### src/design/lsc_pkg.sv
// ----------------------------------------------------------------------------
// lsc_pkg
// types, codes and constants shared by the latency scale classifier
// ----------------------------------------------------------------------------
`default_nettype none

package lsc_pkg;

  localparam int FUNC_W = 2;
  localparam int VAL_W  = 25;
  localparam int THR_W  = 26;
  localparam int SYM_W  = 7;

  typedef enum logic [FUNC_W-1:0] {
    FUNC_CLEAR    = 2'd0,
    FUNC_ADD      = 2'd1,
    FUNC_BUILD    = 2'd2,
    FUNC_CLASSIFY = 2'd3
  } func_e;

  typedef logic signed [VAL_W-1:0] val_t;
  typedef logic signed [THR_W-1:0] thr_t;
  typedef logic [SYM_W-1:0]        sym_t;

  localparam val_t WIN_MIN_RESET = 25'sd1000000;
  localparam val_t WIN_MAX_RESET = -25'sd1;
  localparam val_t VAL_NOT_SENT  = -25'sd2;
  localparam val_t VAL_LOST      = -25'sd1;

  localparam sym_t SYM_SPACE = 7'h20;
  localparam sym_t SYM_QUERY = 7'h3F;
  localparam sym_t SYM_DOT   = 7'h2E;
  localparam sym_t SYM_GT    = 7'h3E;
  localparam sym_t SYM_ZERO  = 7'h30;
  localparam sym_t SYM_LC_A  = 7'h61;

  typedef struct packed {
    logic load_item;
    logic div_step;
    logic build_step;
    logic scan_step;
    logic out_load;
  } cmd_t;

  typedef struct packed {
    func_e func;
    logic  direct;
    logic  div_last;
    logic  build_last;
    logic  scan_hit;
  } status_t;

  // display symbol of a graded level
  function automatic sym_t level_symbol(input int lvl, input int levels);
    int split;
    split = (levels - 2) >> 1;
    if (split > 9) begin
      split = 9;
    end
    if (lvl <= 0) begin
      return SYM_DOT;
    end else if (lvl >= levels - 1) begin
      return SYM_GT;
    end else if (lvl <= split) begin
      return SYM_W'(int'(SYM_ZERO) + lvl);
    end else begin
      return SYM_W'(int'(SYM_LC_A) + lvl - split - 1);
    end
  endfunction

endpackage

`default_nettype wire

### src/design/lsc_if.sv
// ----------------------------------------------------------------------------
// lsc channel interfaces
// valid/ready channels for items, results and the configuration register
// ----------------------------------------------------------------------------
`default_nettype none

interface lsc_in_if;
  logic                        valid;
  logic                        ready;
  logic [lsc_pkg::FUNC_W-1:0]  func;
  logic signed [lsc_pkg::VAL_W-1:0] value;
  modport source (output valid, output func, output value, input ready);
  modport sink   (input valid, input func, input value, output ready);
endinterface

interface lsc_out_if;
  logic                       valid;
  logic                       ready;
  logic [lsc_pkg::SYM_W-1:0]  symbol;
  modport source (output valid, output symbol, input ready);
  modport sink   (input valid, input symbol, output ready);
endinterface

interface lsc_cfg_if;
  logic valid;
  logic ready;
  logic presence_only;
  modport source (output valid, output presence_only, input ready);
  modport sink   (input valid, input presence_only, output ready);
endinterface

`default_nettype wire

### src/design/lsc_ctrl.sv
// ----------------------------------------------------------------------------
// lsc_ctrl
// sequencer for window updates, threshold build, classify walk and output
// ----------------------------------------------------------------------------
`default_nettype none

module lsc_ctrl (
  input  wire logic             clk_i,
  input  wire logic             rst_ni,
  input  wire logic             in_valid_i,
  output logic                  in_ready_o,
  input  wire logic             out_ready_i,
  output logic                  out_valid_o,
  output lsc_pkg::cmd_t         cmd_o,
  input  wire lsc_pkg::status_t st_i
);

  typedef enum logic [4:0] {
    ST_IDLE  = 5'b00001,
    ST_DIV   = 5'b00010,
    ST_BUILD = 5'b00100,
    ST_SCAN  = 5'b01000,
    ST_EMIT  = 5'b10000
  } state_e;

  state_e state_q, state_d;
  logic   out_valid_q, out_valid_d;
  logic   in_fire;
  logic   out_free;

  assign in_ready_o  = (state_q == ST_IDLE);
  assign in_fire     = in_valid_i && in_ready_o;
  assign out_free    = !out_valid_q || out_ready_i;
  assign out_valid_o = out_valid_q;

  always_comb begin
    cmd_o            = '0;
    cmd_o.load_item  = in_fire;
    cmd_o.div_step   = (state_q == ST_DIV);
    cmd_o.build_step = (state_q == ST_BUILD);
    cmd_o.scan_step  = (state_q == ST_SCAN);
    cmd_o.out_load   = (state_q == ST_EMIT) && out_free;
  end

  always_comb begin
    state_d = state_q;
    case (state_q)
      ST_IDLE: begin
        if (in_fire) begin
          case (st_i.func)
            lsc_pkg::FUNC_BUILD:    state_d = ST_DIV;
            lsc_pkg::FUNC_CLASSIFY: state_d = st_i.direct ? ST_EMIT : ST_SCAN;
            default:                state_d = ST_IDLE;
          endcase
        end
      end
      ST_DIV: begin
        if (st_i.div_last) begin
          state_d = ST_BUILD;
        end
      end
      ST_BUILD: begin
        if (st_i.build_last) begin
          state_d = ST_IDLE;
        end
      end
      ST_SCAN: begin
        if (st_i.scan_hit) begin
          state_d = ST_EMIT;
        end
      end
      ST_EMIT: begin
        if (out_free) begin
          state_d = ST_IDLE;
        end
      end
      default: state_d = ST_IDLE;
    endcase
  end

  always_comb begin
    out_valid_d = out_valid_q;
    if (cmd_o.out_load) begin
      out_valid_d = 1'b1;
    end else if (out_ready_i) begin
      out_valid_d = 1'b0;
    end
  end

  always_ff @(posedge clk_i or negedge rst_ni) begin
    if (!rst_ni) begin
      state_q     <= ST_IDLE;
      out_valid_q <= 1'b0;
    end else begin
      state_q     <= state_d;
      out_valid_q <= out_valid_d;
    end
  end

endmodule

`default_nettype wire

### src/design/lsc_datapath.sv
// ----------------------------------------------------------------------------
// lsc_datapath
// latency window, reciprocal range divider, threshold accumulator and compare
// ----------------------------------------------------------------------------
`default_nettype none

module lsc_datapath #(
  parameter int LEVELS = 8
) (
  input  wire logic                             clk_i,
  input  wire logic                             rst_ni,
  input  wire lsc_pkg::cmd_t                    cmd_i,
  output lsc_pkg::status_t                      st_o,
  input  wire logic [lsc_pkg::FUNC_W-1:0]       func_i,
  input  wire logic signed [lsc_pkg::VAL_W-1:0] value_i,
  input  wire logic                             cfg_we_i,
  input  wire logic                             cfg_presence_i,
  output logic [lsc_pkg::SYM_W-1:0]             symbol_o
);

  localparam int THR_W = lsc_pkg::THR_W;
  localparam int VAL_W = lsc_pkg::VAL_W;
  localparam int LW    = $clog2(LEVELS);
  localparam int KW    = LW + 1;
  localparam int DEN_I = LEVELS * LEVELS;
  localparam int RW    = $clog2(DEN_I);
  localparam int QS    = THR_W;
  localparam int RECIP_I = (1 << QS) / DEN_I;

  localparam logic [RW:0]      DEN      = (RW+1)'(DEN_I);
  localparam logic [THR_W-1:0] DEN_W    = THR_W'(DEN_I);
  localparam logic [THR_W-1:0] RECIP    = THR_W'(RECIP_I);
  localparam logic [LW-1:0]    LAST_LVL = LW'(LEVELS - 1);
  localparam logic [LW-1:0]    PRES_LVL = LW'(LEVELS - 2);
  localparam logic [1:0]       DIV_END  = 2'd2;

  lsc_pkg::func_e func;

  // window and configuration
  logic          presence_q;
  lsc_pkg::val_t win_min_q;
  lsc_pkg::val_t win_max_q;
  lsc_pkg::thr_t thr_q [LEVELS];

  // item, divider, accumulator and symbol registers
  lsc_pkg::val_t  val_q;
  logic [THR_W-1:0] mag_q;
  logic [THR_W-1:0] quo_q;
  logic [RW-1:0]  drem_q;
  logic           neg_q;
  logic [1:0]     dcnt_q;
  lsc_pkg::thr_t  step_qq;
  logic [RW-1:0]  step_rq;
  lsc_pkg::thr_t  acc_q;
  logic [RW-1:0]  acc_r_q;
  logic [LW-1:0]  idx_q;
  logic [KW-1:0]  k_q;
  lsc_pkg::sym_t  sym_q;
  lsc_pkg::sym_t  out_sym_q;

  lsc_pkg::thr_t    in_ext;
  lsc_pkg::thr_t    vq_ext;
  lsc_pkg::thr_t    range;
  logic [THR_W-1:0] range_mag;
  logic [2*THR_W-1:0] prod;
  logic [THR_W-1:0] quo_est;
  logic [THR_W-1:0] rem_raw;
  logic             rem_ge;
  logic             div_last;
  lsc_pkg::thr_t    step_q_n;
  logic [RW-1:0]    step_r_n;
  logic [RW:0]      sum_r;
  logic             carry;
  logic [RW-1:0]    acc_r_n;
  lsc_pkg::thr_t    acc_n;
  lsc_pkg::thr_t    thr_n;
  logic             lvl_end;
  logic             scan_hit;
  logic             is_not_sent;
  logic             is_lost;
  lsc_pkg::sym_t    sym_direct;

  assign func   = lsc_pkg::func_e'(func_i);
  assign in_ext = {value_i[VAL_W-1], value_i};
  assign vq_ext = {val_q[VAL_W-1], val_q};

  // range of the window, split into sign and magnitude for the divider
  assign range     = {win_max_q[VAL_W-1], win_max_q} - {win_min_q[VAL_W-1], win_min_q};
  assign range_mag = range[THR_W-1] ? THR_W'(-range) : THR_W'(range);

  // divide by levels squared: reciprocal estimate is exact or one low
  assign prod     = {{THR_W{1'b0}}, mag_q} * {{THR_W{1'b0}}, RECIP};
  assign quo_est  = prod[QS +: THR_W];
  assign rem_raw  = mag_q - quo_q * DEN_W;
  assign rem_ge   = (rem_raw >= DEN_W);
  assign div_last = (dcnt_q == DIV_END);

  // floor quotient and remainder of a negative range
  always_comb begin
    if (!neg_q) begin
      step_q_n = quo_q;
      step_r_n = drem_q;
    end else if (drem_q != '0) begin
      step_q_n = ~quo_q;
      step_r_n = RW'(DEN - {1'b0, drem_q});
    end else begin
      step_q_n = THR_W'(-quo_q);
      step_r_n = '0;
    end
  end

  // accumulate range/(LEVELS*LEVELS) per step as quotient plus remainder
  assign sum_r   = {1'b0, acc_r_q} + {1'b0, step_rq};
  assign carry   = (sum_r >= DEN);
  assign acc_r_n = carry ? RW'(sum_r - DEN) : sum_r[RW-1:0];
  assign acc_n   = acc_q + step_qq + {{(THR_W-1){1'b0}}, carry};
  // floor to truncation toward zero
  assign thr_n   = acc_n + {{(THR_W-1){1'b0}}, (acc_n[THR_W-1] && (acc_r_n != '0))};
  assign lvl_end = (k_q == {idx_q, 1'b0});

  assign scan_hit = (vq_ext <= thr_q[idx_q]) || (idx_q == LAST_LVL);

  assign is_not_sent = (value_i == lsc_pkg::VAL_NOT_SENT);
  assign is_lost     = (value_i == lsc_pkg::VAL_LOST);

  always_comb begin
    if (is_not_sent) begin
      sym_direct = lsc_pkg::SYM_SPACE;
    end else if (is_lost) begin
      sym_direct = lsc_pkg::SYM_QUERY;
    end else if (in_ext > thr_q[PRES_LVL]) begin
      sym_direct = lsc_pkg::SYM_GT;
    end else begin
      sym_direct = lsc_pkg::SYM_DOT;
    end
  end

  always_comb begin
    st_o            = '0;
    st_o.func       = func;
    st_o.direct     = is_not_sent || is_lost || presence_q;
    st_o.div_last   = div_last;
    st_o.build_last = lvl_end && (idx_q == LAST_LVL);
    st_o.scan_hit   = scan_hit;
  end

  assign symbol_o = out_sym_q;

  always_ff @(posedge clk_i or negedge rst_ni) begin
    if (!rst_ni) begin
      presence_q <= 1'b0;
      win_min_q  <= lsc_pkg::WIN_MIN_RESET;
      win_max_q  <= lsc_pkg::WIN_MAX_RESET;
      for (int i = 0; i < LEVELS; i++) begin
        thr_q[i] <= '0;
      end
      idx_q  <= '0;
      k_q    <= '0;
      dcnt_q <= '0;
    end else begin
      if (cfg_we_i) begin
        presence_q <= cfg_presence_i;
      end
      if (cmd_i.load_item) begin
        idx_q  <= '0;
        k_q    <= '0;
        dcnt_q <= '0;
        case (func)
          lsc_pkg::FUNC_CLEAR: begin
            win_min_q <= lsc_pkg::WIN_MIN_RESET;
            win_max_q <= lsc_pkg::WIN_MAX_RESET;
          end
          lsc_pkg::FUNC_ADD: begin
            // negative samples leave the window alone
            if (!value_i[VAL_W-1]) begin
              if (value_i < win_min_q) begin
                win_min_q <= value_i;
              end
              if (value_i > win_max_q) begin
                win_max_q <= value_i;
              end
            end
          end
          default: ;
        endcase
      end
      if (cmd_i.div_step && !div_last) begin
        dcnt_q <= dcnt_q + 1'b1;
      end
      if (cmd_i.build_step) begin
        if (lvl_end) begin
          thr_q[idx_q] <= thr_n;
          idx_q        <= idx_q + 1'b1;
          k_q          <= '0;
        end else begin
          k_q <= k_q + 1'b1;
        end
      end
      if (cmd_i.scan_step && !scan_hit) begin
        idx_q <= idx_q + 1'b1;
      end
    end
  end

  always_ff @(posedge clk_i) begin
    if (cmd_i.load_item) begin
      val_q <= value_i;
      if (func == lsc_pkg::FUNC_BUILD) begin
        mag_q  <= range_mag;
        drem_q <= '0;
        neg_q  <= range[THR_W-1];
      end
      if (func == lsc_pkg::FUNC_CLASSIFY) begin
        sym_q <= sym_direct;
      end
    end
    if (cmd_i.div_step) begin
      if (dcnt_q == '0) begin
        quo_q <= quo_est;
      end else if (!div_last) begin
        if (rem_ge) begin
          quo_q  <= quo_q + THR_W'(1);
          drem_q <= RW'(rem_raw - DEN_W);
        end else begin
          drem_q <= rem_raw[RW-1:0];
        end
      end else begin
        step_qq <= step_q_n;
        step_rq <= step_r_n;
        acc_q   <= {win_min_q[VAL_W-1], win_min_q};
        acc_r_q <= '0;
      end
    end
    if (cmd_i.build_step) begin
      acc_q   <= acc_n;
      acc_r_q <= acc_r_n;
    end
    if (cmd_i.scan_step && scan_hit) begin
      sym_q <= lsc_pkg::level_symbol(int'(idx_q), LEVELS);
    end
    if (cmd_i.out_load) begin
      out_sym_q <= sym_q;
    end
  end

endmodule

`default_nettype wire

### src/design/latency_scale_classifier.sv
// ----------------------------------------------------------------------------
// latency_scale_classifier
// latency window tracking and display symbol classification
// ----------------------------------------------------------------------------
// Tracks min and max of non-negative latency samples and turns that window
// into LEVELS thresholds growing with the square of the level. One item is
// worked on at a time. Lost, not sent and presence-only values are classified
// directly, others by walking the thresholds, one threshold compared per cycle.
// Build divides the range by LEVELS*LEVELS (reciprocal multiply, then one
// correction step), then makes one accumulator add per unit of (i+1)^2.
// A result sits in an output register, so new items are taken while it waits.
`default_nettype none

module latency_scale_classifier #(
  parameter int LEVELS = 8
) (
  input wire logic  clk_i,
  input wire logic  rst_ni,
  lsc_in_if.sink    in_i,
  lsc_cfg_if.sink   cfg_i,
  lsc_out_if.source out_o
);

  lsc_pkg::cmd_t    cmd;
  lsc_pkg::status_t st;
  logic             in_ready;
  logic             out_valid;
  logic [lsc_pkg::SYM_W-1:0] symbol;

  assign in_i.ready   = in_ready;
  assign cfg_i.ready  = 1'b1;
  assign out_o.valid  = out_valid;
  assign out_o.symbol = symbol;

  lsc_ctrl u_ctrl (
    .clk_i       (clk_i),
    .rst_ni      (rst_ni),
    .in_valid_i  (in_i.valid),
    .in_ready_o  (in_ready),
    .out_ready_i (out_o.ready),
    .out_valid_o (out_valid),
    .cmd_o       (cmd),
    .st_i        (st)
  );

  lsc_datapath #(
    .LEVELS (LEVELS)
  ) u_datapath (
    .clk_i          (clk_i),
    .rst_ni         (rst_ni),
    .cmd_i          (cmd),
    .st_o           (st),
    .func_i         (in_i.func),
    .value_i        (in_i.value),
    .cfg_we_i       (cfg_i.valid),
    .cfg_presence_i (cfg_i.presence_only),
    .symbol_o       (symbol)
  );

endmodule

`default_nettype wire

### src/flat_wrapper.sv
// flat-port wrapper written by rule: the top's interface ports become plain ports
module latency_scale_classifier_flat 
#(
  parameter int LEVELS = 8
)
  (clk_i, rst_ni, in_i_valid, in_i_func, in_i_value, in_i_ready, cfg_i_valid, cfg_i_presence_only, cfg_i_ready, out_o_valid, out_o_symbol, out_o_ready);
  lsc_in_if in_i_i ();
  lsc_cfg_if cfg_i_i ();
  lsc_out_if out_o_i ();
  input wire logic clk_i;
  input wire logic rst_ni;
  input wire logic [$bits(in_i_i.valid)-1:0] in_i_valid;
  input wire logic [$bits(in_i_i.func)-1:0] in_i_func;
  input wire logic [$bits(in_i_i.value)-1:0] in_i_value;
  output wire logic [$bits(in_i_i.ready)-1:0] in_i_ready;
  input wire logic [$bits(cfg_i_i.valid)-1:0] cfg_i_valid;
  input wire logic [$bits(cfg_i_i.presence_only)-1:0] cfg_i_presence_only;
  output wire logic [$bits(cfg_i_i.ready)-1:0] cfg_i_ready;
  output wire logic [$bits(out_o_i.valid)-1:0] out_o_valid;
  output wire logic [$bits(out_o_i.symbol)-1:0] out_o_symbol;
  input wire logic [$bits(out_o_i.ready)-1:0] out_o_ready;
  assign in_i_i.valid = in_i_valid;
  assign in_i_i.func = in_i_func;
  assign in_i_i.value = in_i_value;
  assign in_i_ready = in_i_i.ready;
  assign cfg_i_i.valid = cfg_i_valid;
  assign cfg_i_i.presence_only = cfg_i_presence_only;
  assign cfg_i_ready = cfg_i_i.ready;
  assign out_o_valid = out_o_i.valid;
  assign out_o_symbol = out_o_i.symbol;
  assign out_o_i.ready = out_o_ready;
  latency_scale_classifier #(.LEVELS(LEVELS)) u_core (.clk_i(clk_i), .rst_ni(rst_ni), .in_i(in_i_i), .cfg_i(cfg_i_i), .out_o(out_o_i));
endmodule
### config.mk
export PLATFORM = sky130hd
export DESIGN_NAME = latency_scale_classifier_flat
export DESIGN_NICKNAME = d
export VERILOG_FILES = /design/src/design/lsc_pkg.sv /design/src/design/lsc_if.sv /design/src/design/lsc_ctrl.sv /design/src/design/lsc_datapath.sv /design/src/design/latency_scale_classifier.sv /design/src/flat_wrapper.sv
export SDC_FILE = /design/constraint.sdc
export NUM_CORES = 1
export LEC_CHECK = 0
export BUFFER_PORTS_ARGS = -buffer_cell sky130_fd_sc_hd__clkbuf_2
export CAP_MARGIN = 40
export CORE_ASPECT_RATIO = 1.1
export CORE_MARGIN = 1
export CORE_UTILIZATION = 58
export CTS_CLUSTER_DIAMETER = 30
export DETAILED_ROUTE_END_ITERATION = 7
export GPL_ROUTABILITY_DRIVEN = 1
export GPL_TIMING_DRIVEN = 0
export MAX_ROUTING_LAYER = met4
export PLACE_DENSITY = 0.77
export RECOVER_POWER = 50
export SLEW_MARGIN = 20
export SYNTH_ARGS = -nofsm -noshare
export SYNTH_HDL_FRONTEND = slang
export SYNTH_SLANG_ARGS = --single-unit
### constraint.sdc
create_clock -name clk_i -period 5.64 [get_ports clk_i]
set_clock_uncertainty 0.1 [all_clocks]
set_input_delay 0.846 -clock clk_i [delete_from_list [all_inputs] [get_ports clk_i]]
set_output_delay 0.846 -clock clk_i [all_outputs]
set_load 0.05 [all_outputs]
==> metrics.md, run 1 <==
| Metric | Value |
|---|---|
| Outcome | complete, but fails checks |
| Failing checks | max-capacitance violations, max-slew violations, negative setup slack |
| Root cell of the clock tree | clkbuf_16 |
| Sequential area share after synthesis | 46.0% |
| CTS max path bufs | 3 |
| CP arrival | 6.51 ns |
| Layout area overhead | 22.5% |
| Tot GR Track Use | 37.5% |
| Tmin final | 6.09 ns |
| Vias | 22.4k |
| Asr flop ratio synth | 62.8% |
| LEAKAGE | 13.1 nW |
| Largest net degree at the start of global routing | 87 |
| Yosys top cell area share | 23.7% |
| Grt ovf | 0 |
| Synthesis Warnings | 0 |
| Maximum clock rate | 164 MHz |
| First-pass GRT wire length | 124,000 um |
| Hpwl dp | 57,800 um |
| CTS tree | yes |
| DRT iter0 DRCs | 2,590 |
| Largest cells by area after synthesis | dfrtp_1 24%, edfxtp_1 18%, ha_1 9.3% |
| DR WL/cell | 24.0 um |
| RSZ-0062 raised after global routing | true |
| Wirelength, routed | 81,900 um |
| CTS clk-pin slew, worst paths | 0.05 ns |
| Cells after DPL | 3,171 |
| Post-synth EDFFs | 156 |
| Setup violators final | 129 |
| Setup CP Type | reg2reg |
| Final WS setup | -0.447 ns |
| Worst-Margin Slew | 2.30 ns |
| PortBufs | 41 |
| Most used DFF post-synth | dfrtp_1 |
| Fill cell count | 3,022 |
| Worst vdd ir | 0.000437 V |
| Top cell type by total area after synthesis | dfrtp_1 |
| Rel. slew slack | -53.5% |
| Nets@finish | 2,984 |
| CP Max Fanout | 8 |
| Initial antenna violation count | 1 |
| Final Hold Viols | 0 |
| Vias/cell | 6.58 |
| Slew Limit Fails | 107 |
| Power per cell area | 460 nW/um^2 |
| # DRC | 0 |
| Number of global-route vias before repair | 21.7k |
| PnR Total Power | 14.3 mW |
| # clock sinks | 435 |
| Final worst path period share | 108% |
| Top post-synthesis cells by count | 296 x nand2_1, 274 x o21ai_0, 240 x dfrtp_1 |
| Max_cap viols | 2 |
| Endpoint class of the critical path | flop |
| H-tree depth | 3 |
| Row cnt | 80 |
| Post-Layout Cell Count | 3,408 |
| Count leader, synth | nand2_1 |
| Die area | 44,600 um^2 |
| Avg Inst Size Synth | 10.0 um^2 |
| Synth Register Bits | 435 |
| GP Congestion | 0.996 |
| Share of cells above drive strength 1 | 17.0% |
| Chip Width | 201 um |
| Hold crit path type | reg2reg |
| Syn Inst Count | 2,530 |
| TritonCTS buffer count | 88 |
| Final antenna-violating net count | 0 |
| Clk Latency, worst-skew pair | 0.65 ns |
| Mapped Area | 25,400 um^2 |
| WP data required | 6.06 ns |
| Ports | 43 |
| Die Y-Extent | 221 um |
| TritonRoute pass-1 iters | 5 |
| Core area | 43,200 um^2 |
| Startpoint types | flop |
| Starting Density | 58.7% |
| Synth unique cells | 87 |
[logic make-up after synthesis]
group,synth area share [%]
DFF,46.0
other,0.0148
muxes,3.07
adders and majority gates,9.66
buffers and inverters,3.74
AOI/OAI and AO/OA,19.3
and+or+nand+nor,13.2
xor gates and xnor gates,5.07
[path summary, 6_finish.rpt]
path                       slack, ns                          from  cells past startpoint                             to
max in group asynchronous       0.64                        rst_ni                      4   u_core.u_datapath.thr_q[162]
setup reg to reg               -0.45  u_core.u_datapath.step_rq[0]                     27   u_core.u_datapath.thr_q[129]
min in group asynchronous       0.79                        rst_ni                      1       u_core.u_ctrl.state_q[1]
setup / recovery               -0.45  u_core.u_datapath.step_rq[0]                     27   u_core.u_datapath.thr_q[129]
hold reg to reg                 0.32    u_core.u_datapath.sym_q[2]                      0  u_core.u_datapath.symbol_o[2]
hold / removal                  0.32    u_core.u_datapath.sym_q[2]                      0  u_core.u_datapath.symbol_o[2]
[area by class of cell]
cell class              count  area, um^2  area share (%)
multi-input cells        1846       13600            43.6
well taps                 574         718            2.31
inverters                 153         574            1.85
flip-flops and latches    435       11700            37.5
repair buffers            137        1050            3.38
diodes                      1        2.50         0.00805
plain buffers              97         390            1.26
clock buffers             105        2350            7.55
clock inverters            60         787            2.53
[metrics by stage]
step	setup TNS (ns)	util, %	setup slack, ns	hold slack, ns	area, um^2
after floorplan	0	-	0.00657	0.300	25400
after global placement	-701.67	60.9	-1.98	0.304	26400
after detailed placement	-204.89	61.8	-1.81	0.305	26700
after CTS	-33.16	71.2	-0.553	0.0267	30800
after global routing	-59.95	71.9	-0.615	0.322	31100
final	-24.67	71.9	-0.447	0.315	31100
[state kept, by name (all words and copies together), names as in the netlist, 2 cells and up]
| signal | flops |
|---|---|
| u_core.u_datapath.acc_r_q | 6 |
| u_core.u_datapath.quo_q | 26 |
| u_core.u_datapath.mag_q | 26 |
| u_core.u_datapath.k_q | 4 |
| u_core.u_datapath.sym_q | 7 |
| u_core.u_datapath.val_q | 25 |
| u_core.u_datapath.thr_q | 208 |
| u_core.u_datapath.drem_q | 6 |
| u_core.u_datapath.win_min_q | 24 |
| u_core.u_datapath.step_qq | 26 |
| u_core.u_datapath.symbol_o | 7 |
| u_core.u_datapath.win_max_q | 25 |
| u_core.u_datapath.idx_q | 3 |
| u_core.u_ctrl.state_q | 5 |
| u_core.u_datapath.step_rq | 6 |
| u_core.u_datapath.acc_q | 26 |
| u_core.u_datapath.dcnt_q | 2 |
[layout by cell type (no fill, tap or decap), types with 86 or more instances in the layout]
| cell type | instances |
|---|---|
| nand2_1 | 293 |
| dfrtp_1 | 240 |
| ha_1 | 185 |
| o21ai_0 | 173 |
| edfxtp_1 | 156 |
| inv_1 | 148 |
| clkbuf_1 | 129 |
| a22oi_1 | 112 |
| a21oi_1 | 100 |
| clkbuf_16 | 90 |
| nor2_1 | 89 |
| xnor2_1 | 86 |
[routing by layer]
metal / part of all wire [%] / track usage (%) / vias to the layer above
met5: 0 / - / -
met1: 40 / 48.8 / 10900
li1: - / - / 9843
met3: 11 / 7.91 / 298
met2: 45 / 56.3 / 1339
met4: 4.7 / 17.0 / 0
[power breakdown]
part / internal, mW / switching (mW)
logic: 1.78 / 2.80
clock network: 3.60 / 1.84
registers: 3.95 / 0.338
total: 9.33 / 4.99
[repair_timing]
item	in CTS	in global routing
buffers inserted	55	15
pin swaps	65	30
gates cloned	0	0
hold buffers	0	0
setup endpoints to repair	194	194
gates resized for setup	150	93
[worst max-delay path, cell delays in order (launching register included)]
cell and delay [ns]:
edfxtp_1 0.36, ha_2 0.21, fa_2 0.34, a21o_1 0.21, a21oi_2 0.19, o21bai_1 0.10, a21oi_2 0.14, fa_2 0.25
nor2b_4 0.05, o31ai_4 0.26, o21ai_4 0.12, a2111oi_4 0.34, o21ai_2 0.10, a21o_1 0.21, a21oi_2 0.20, xnor2_2 0.12
a41oi_2 0.27, ha_4 0.21, buf_6 0.10, nand3_4 0.05, inv_2 0.09, nand4_1 0.17, nor4_4 0.27, nand4_1 0.20
nor4_2 0.37, nand4_1 0.30, xor2_4 0.32, mux2_4 0.30
No activity file was read; power rests on OpenSTA's default activity.
==> inputs of run 2 (changes only) <==
RECOVER_POWER = 100   (was 50)
==> run 2 against run 1 <==
Effect of this change:
- setup slack improved by 0.030 ns
- first-iteration DRC count decreased by 3.8%
- the flow still finishes with violations (max-capacitance violations, max-slew violations, negative setup slack)
- largest power group unchanged
- die area unchanged
==> metrics.md, run 2 (same netlist as run 1, synthesis figures left out) <==
| Metric | Value |
|---|---|
| Tot GR Track Use | 37.5% (unchanged) |
| CP Max Fanout | 8 (unchanged) |
| Core area | 43,200 um^2 (unchanged) |
| Final core utilization | 71.9% (about the same) |
| Post-Layout Cell Count | 3,409 (+0.029%) |
| Worst vdd ir | 0.000438 V (+0.30%) |
| Max_cap viols | 4 (+2) |
| First-pass GRT wire length | 124,000 um (unchanged) |
| Starting Density | 58.7% (unchanged) |
| # clock sinks | 435 (unchanged) |
| Placed cell areas | 26,700 um^2 (unchanged) |
| Number of global-route vias before repair | 21.7k (unchanged) |
| CTS tree | yes |
| Nets@finish | 2,984 (unchanged) |
| Grt ovf | 0 (unchanged) |
| Power per cell area | 461 nW/um^2 (about the same) |
| Top reg by flops | u_core.u_datapath.thr_q |
| Worst-Margin Slew | 2.29 ns (-0.0148 ns) |
| Layout area overhead | 22.4% (about the same) |
| TritonRoute pass-1 iters | 6 (+1) |
| CP arrival | 6.48 ns (-0.03 ns) |
| Setup TNS Final | -24.21 ns (+0.458 ns) |
| WP data required | 6.07 ns (about the same) |
| Combinational share of power | 32.0% (about the same) |
| Max FFs per register | 208 (unchanged) |
| Register share of total power | 29.9% (about the same) |
| Vias | 22.4k (-0.10%) |
| Most common cell after layout, fill and taps aside | nand2_1 |
| Endpoint class of the critical path | flop |
| Clk Latency, worst-skew pair | 0.65 ns (about the same) |
| Hold slack | 0.315 ns (+0.0000160 ns) |
| Psw | 4.99 mW (about the same) |
| Setup violators final | 127 (-1.6%) |
| Setup CP Type | reg2reg |
| # DRC | 0 (unchanged) |
| Row cnt | 80 (unchanged) |
| GP Congestion | 0.996 (unchanged) |
| Die Y-Extent | 221 um (unchanged) |
| DR WL/cell | 24.0 um (about the same) |
| Maximum clock rate | 165 MHz (+0.49%) |
| LEAKAGE | 13.0 nW (about the same) |
| Final antenna-violating net count | 0 (unchanged) |
| H-tree depth | 3 (unchanged) |
| Met3 Track Usage GR | 7.91% (unchanged) |
| Share of cells above drive strength 1 | 16.9% (-0.14 points) |
| Final worst path period share | 107% (-0.53 points) |
| RSZ-0062 raised after global routing | true |
| Global routing usage on met1 | 48.8% (unchanged) |
| Pre-CTS setup slack | -1.81 ns (unchanged) |
| Ports | 43 (unchanged) |
| Initial antenna violation count | 1 (unchanged) |
| Post-route cell area | 31,100 um^2 (about the same) |
| Outcome | complete, but fails checks |
| CTS clk-pin slew, worst paths | 0.05 ns (about the same) |
| Clock Power Share | 38.1% (about the same) |
| Final WS setup | -0.417 ns (+0.0297 ns) |
| Chip Width | 201 um (unchanged) |
| GRT Max-Usage Layer | met2 |
| Largest net degree at the start of global routing | 87 (unchanged) |
| TritonCTS buffer count | 88 (unchanged) |
| Startpoint types | flop |
| Tmin final | 6.06 ns (-0.0297 ns) |
| Switching Share | 34.8% (about the same) |
| PortBufs | 41 (unchanged) |
| Wirelength, routed | 81,900 um (about the same) |
| Met2 track utilization from global routing | 56.3% (unchanged) |
| Root cell of the clock tree | clkbuf_16 |
| CTS max path bufs | 3 (unchanged) |
| Cells after DPL | 3,171 (unchanged) |
| Vias/cell | 6.57 (-0.13%) |
| DRT iter0 DRCs | 2,492 (-3.8%) |
| PnR Total Power | 14.3 mW (about the same) |
| Hpwl dp | 57,800 um (unchanged) |
| Failing checks | max-capacitance violations, max-slew violations, negative setup slack |
| Rel. slew slack | -52.5% (+0.99 points) |
| Slew Limit Fails | 152 (+42%) |
| Most frequent cells in the layout | 293 x nand2_1, 240 x dfrtp_1, 185 x ha_1, 174 x o21ai_0, 156 x edfxtp_1 |
| Final Hold Viols | 0 (unchanged) |
| Die area | 44,600 um^2 (unchanged) |
| Hold crit path type | reg2reg |
| Internal power | 9.33 mW (about the same) |
## run 2: worst paths after layout
check	from	to	slack (ns)	cells past startpoint
worst max-delay path	u_core.u_datapath.step_rq[0]	u_core.u_datapath.thr_q[129]	-0.42	27
worst min-delay path	u_core.u_datapath.sym_q[2]	u_core.u_datapath.symbol_o[2]	0.32	0
worst max register to register	u_core.u_datapath.step_rq[0]	u_core.u_datapath.thr_q[129]	-0.42	27
worst min register to register	u_core.u_datapath.sym_q[2]	u_core.u_datapath.symbol_o[2]	0.32	0
max in group asynchronous	rst_ni	u_core.u_datapath.thr_q[136]	0.64	4
min in group asynchronous	rst_ni	u_core.u_ctrl.state_q[1]	0.79	1
## run 2: layer usage
layer	routed length, um	share of wire (%)
met1	32400	40
met2	37200	45
met3	8630	11
met4	3680	4.5
met5	0	0
## run 2: repair_timing
item                       CTS  global route
resized for setup          150            93
setup endpoints to repair  194           194
hold buffers                 0             0
pin swaps                   65            30
buffers inserted            55            15
## run 2: critical path, cell delays in order (launching register included)
cell,delay (ns)
edfxtp_1,0.36
ha_2,0.21
fa_2,0.34
a21o_1,0.21
a21oi_2,0.20
o21bai_1,0.10
a21oi_2,0.14
fa_2,0.25
nor2b_4,0.06
o31ai_4,0.26
o21ai_4,0.12
a2111oi_4,0.34
o21ai_2,0.10
a21o_1,0.21
a21oi_2,0.20
xnor2_2,0.11
a41oi_2,0.27
ha_4,0.21
buf_6,0.10
nand3_4,0.05
inv_2,0.08
nand4_1,0.17
nor4_4,0.26
nand4_1,0.20
nor4_2,0.36
nand4_1,0.29
xor2_4,0.32
mux2_4,0.30
## run 2: area by class of cell
class | instances | area, um^2
Fill cell | 3026 | 12200
Clock buffer | 105 | 2350
Clock inverter | 60 | 787
Sequential cell | 435 | 11700
Tap cell | 574 | 718
Multi-Input combinational cell | 1846 | 13500
Antenna cell | 2 | 5.00
Timing Repair Buffer | 137 | 1040
Inverter | 153 | 574
Buffer | 97 | 390
## run 2: power groups by stage
stage	Combinational, mW	Clock, mW	Sequential, mW
floorplan	3.15	0	4.19
global placement	4.13	0	4.31
detailed placement	4.33	0	4.31
CTS	4.44	5.45	4.27
global route	5.00	5.63	4.31
finish	4.58	5.45	4.29
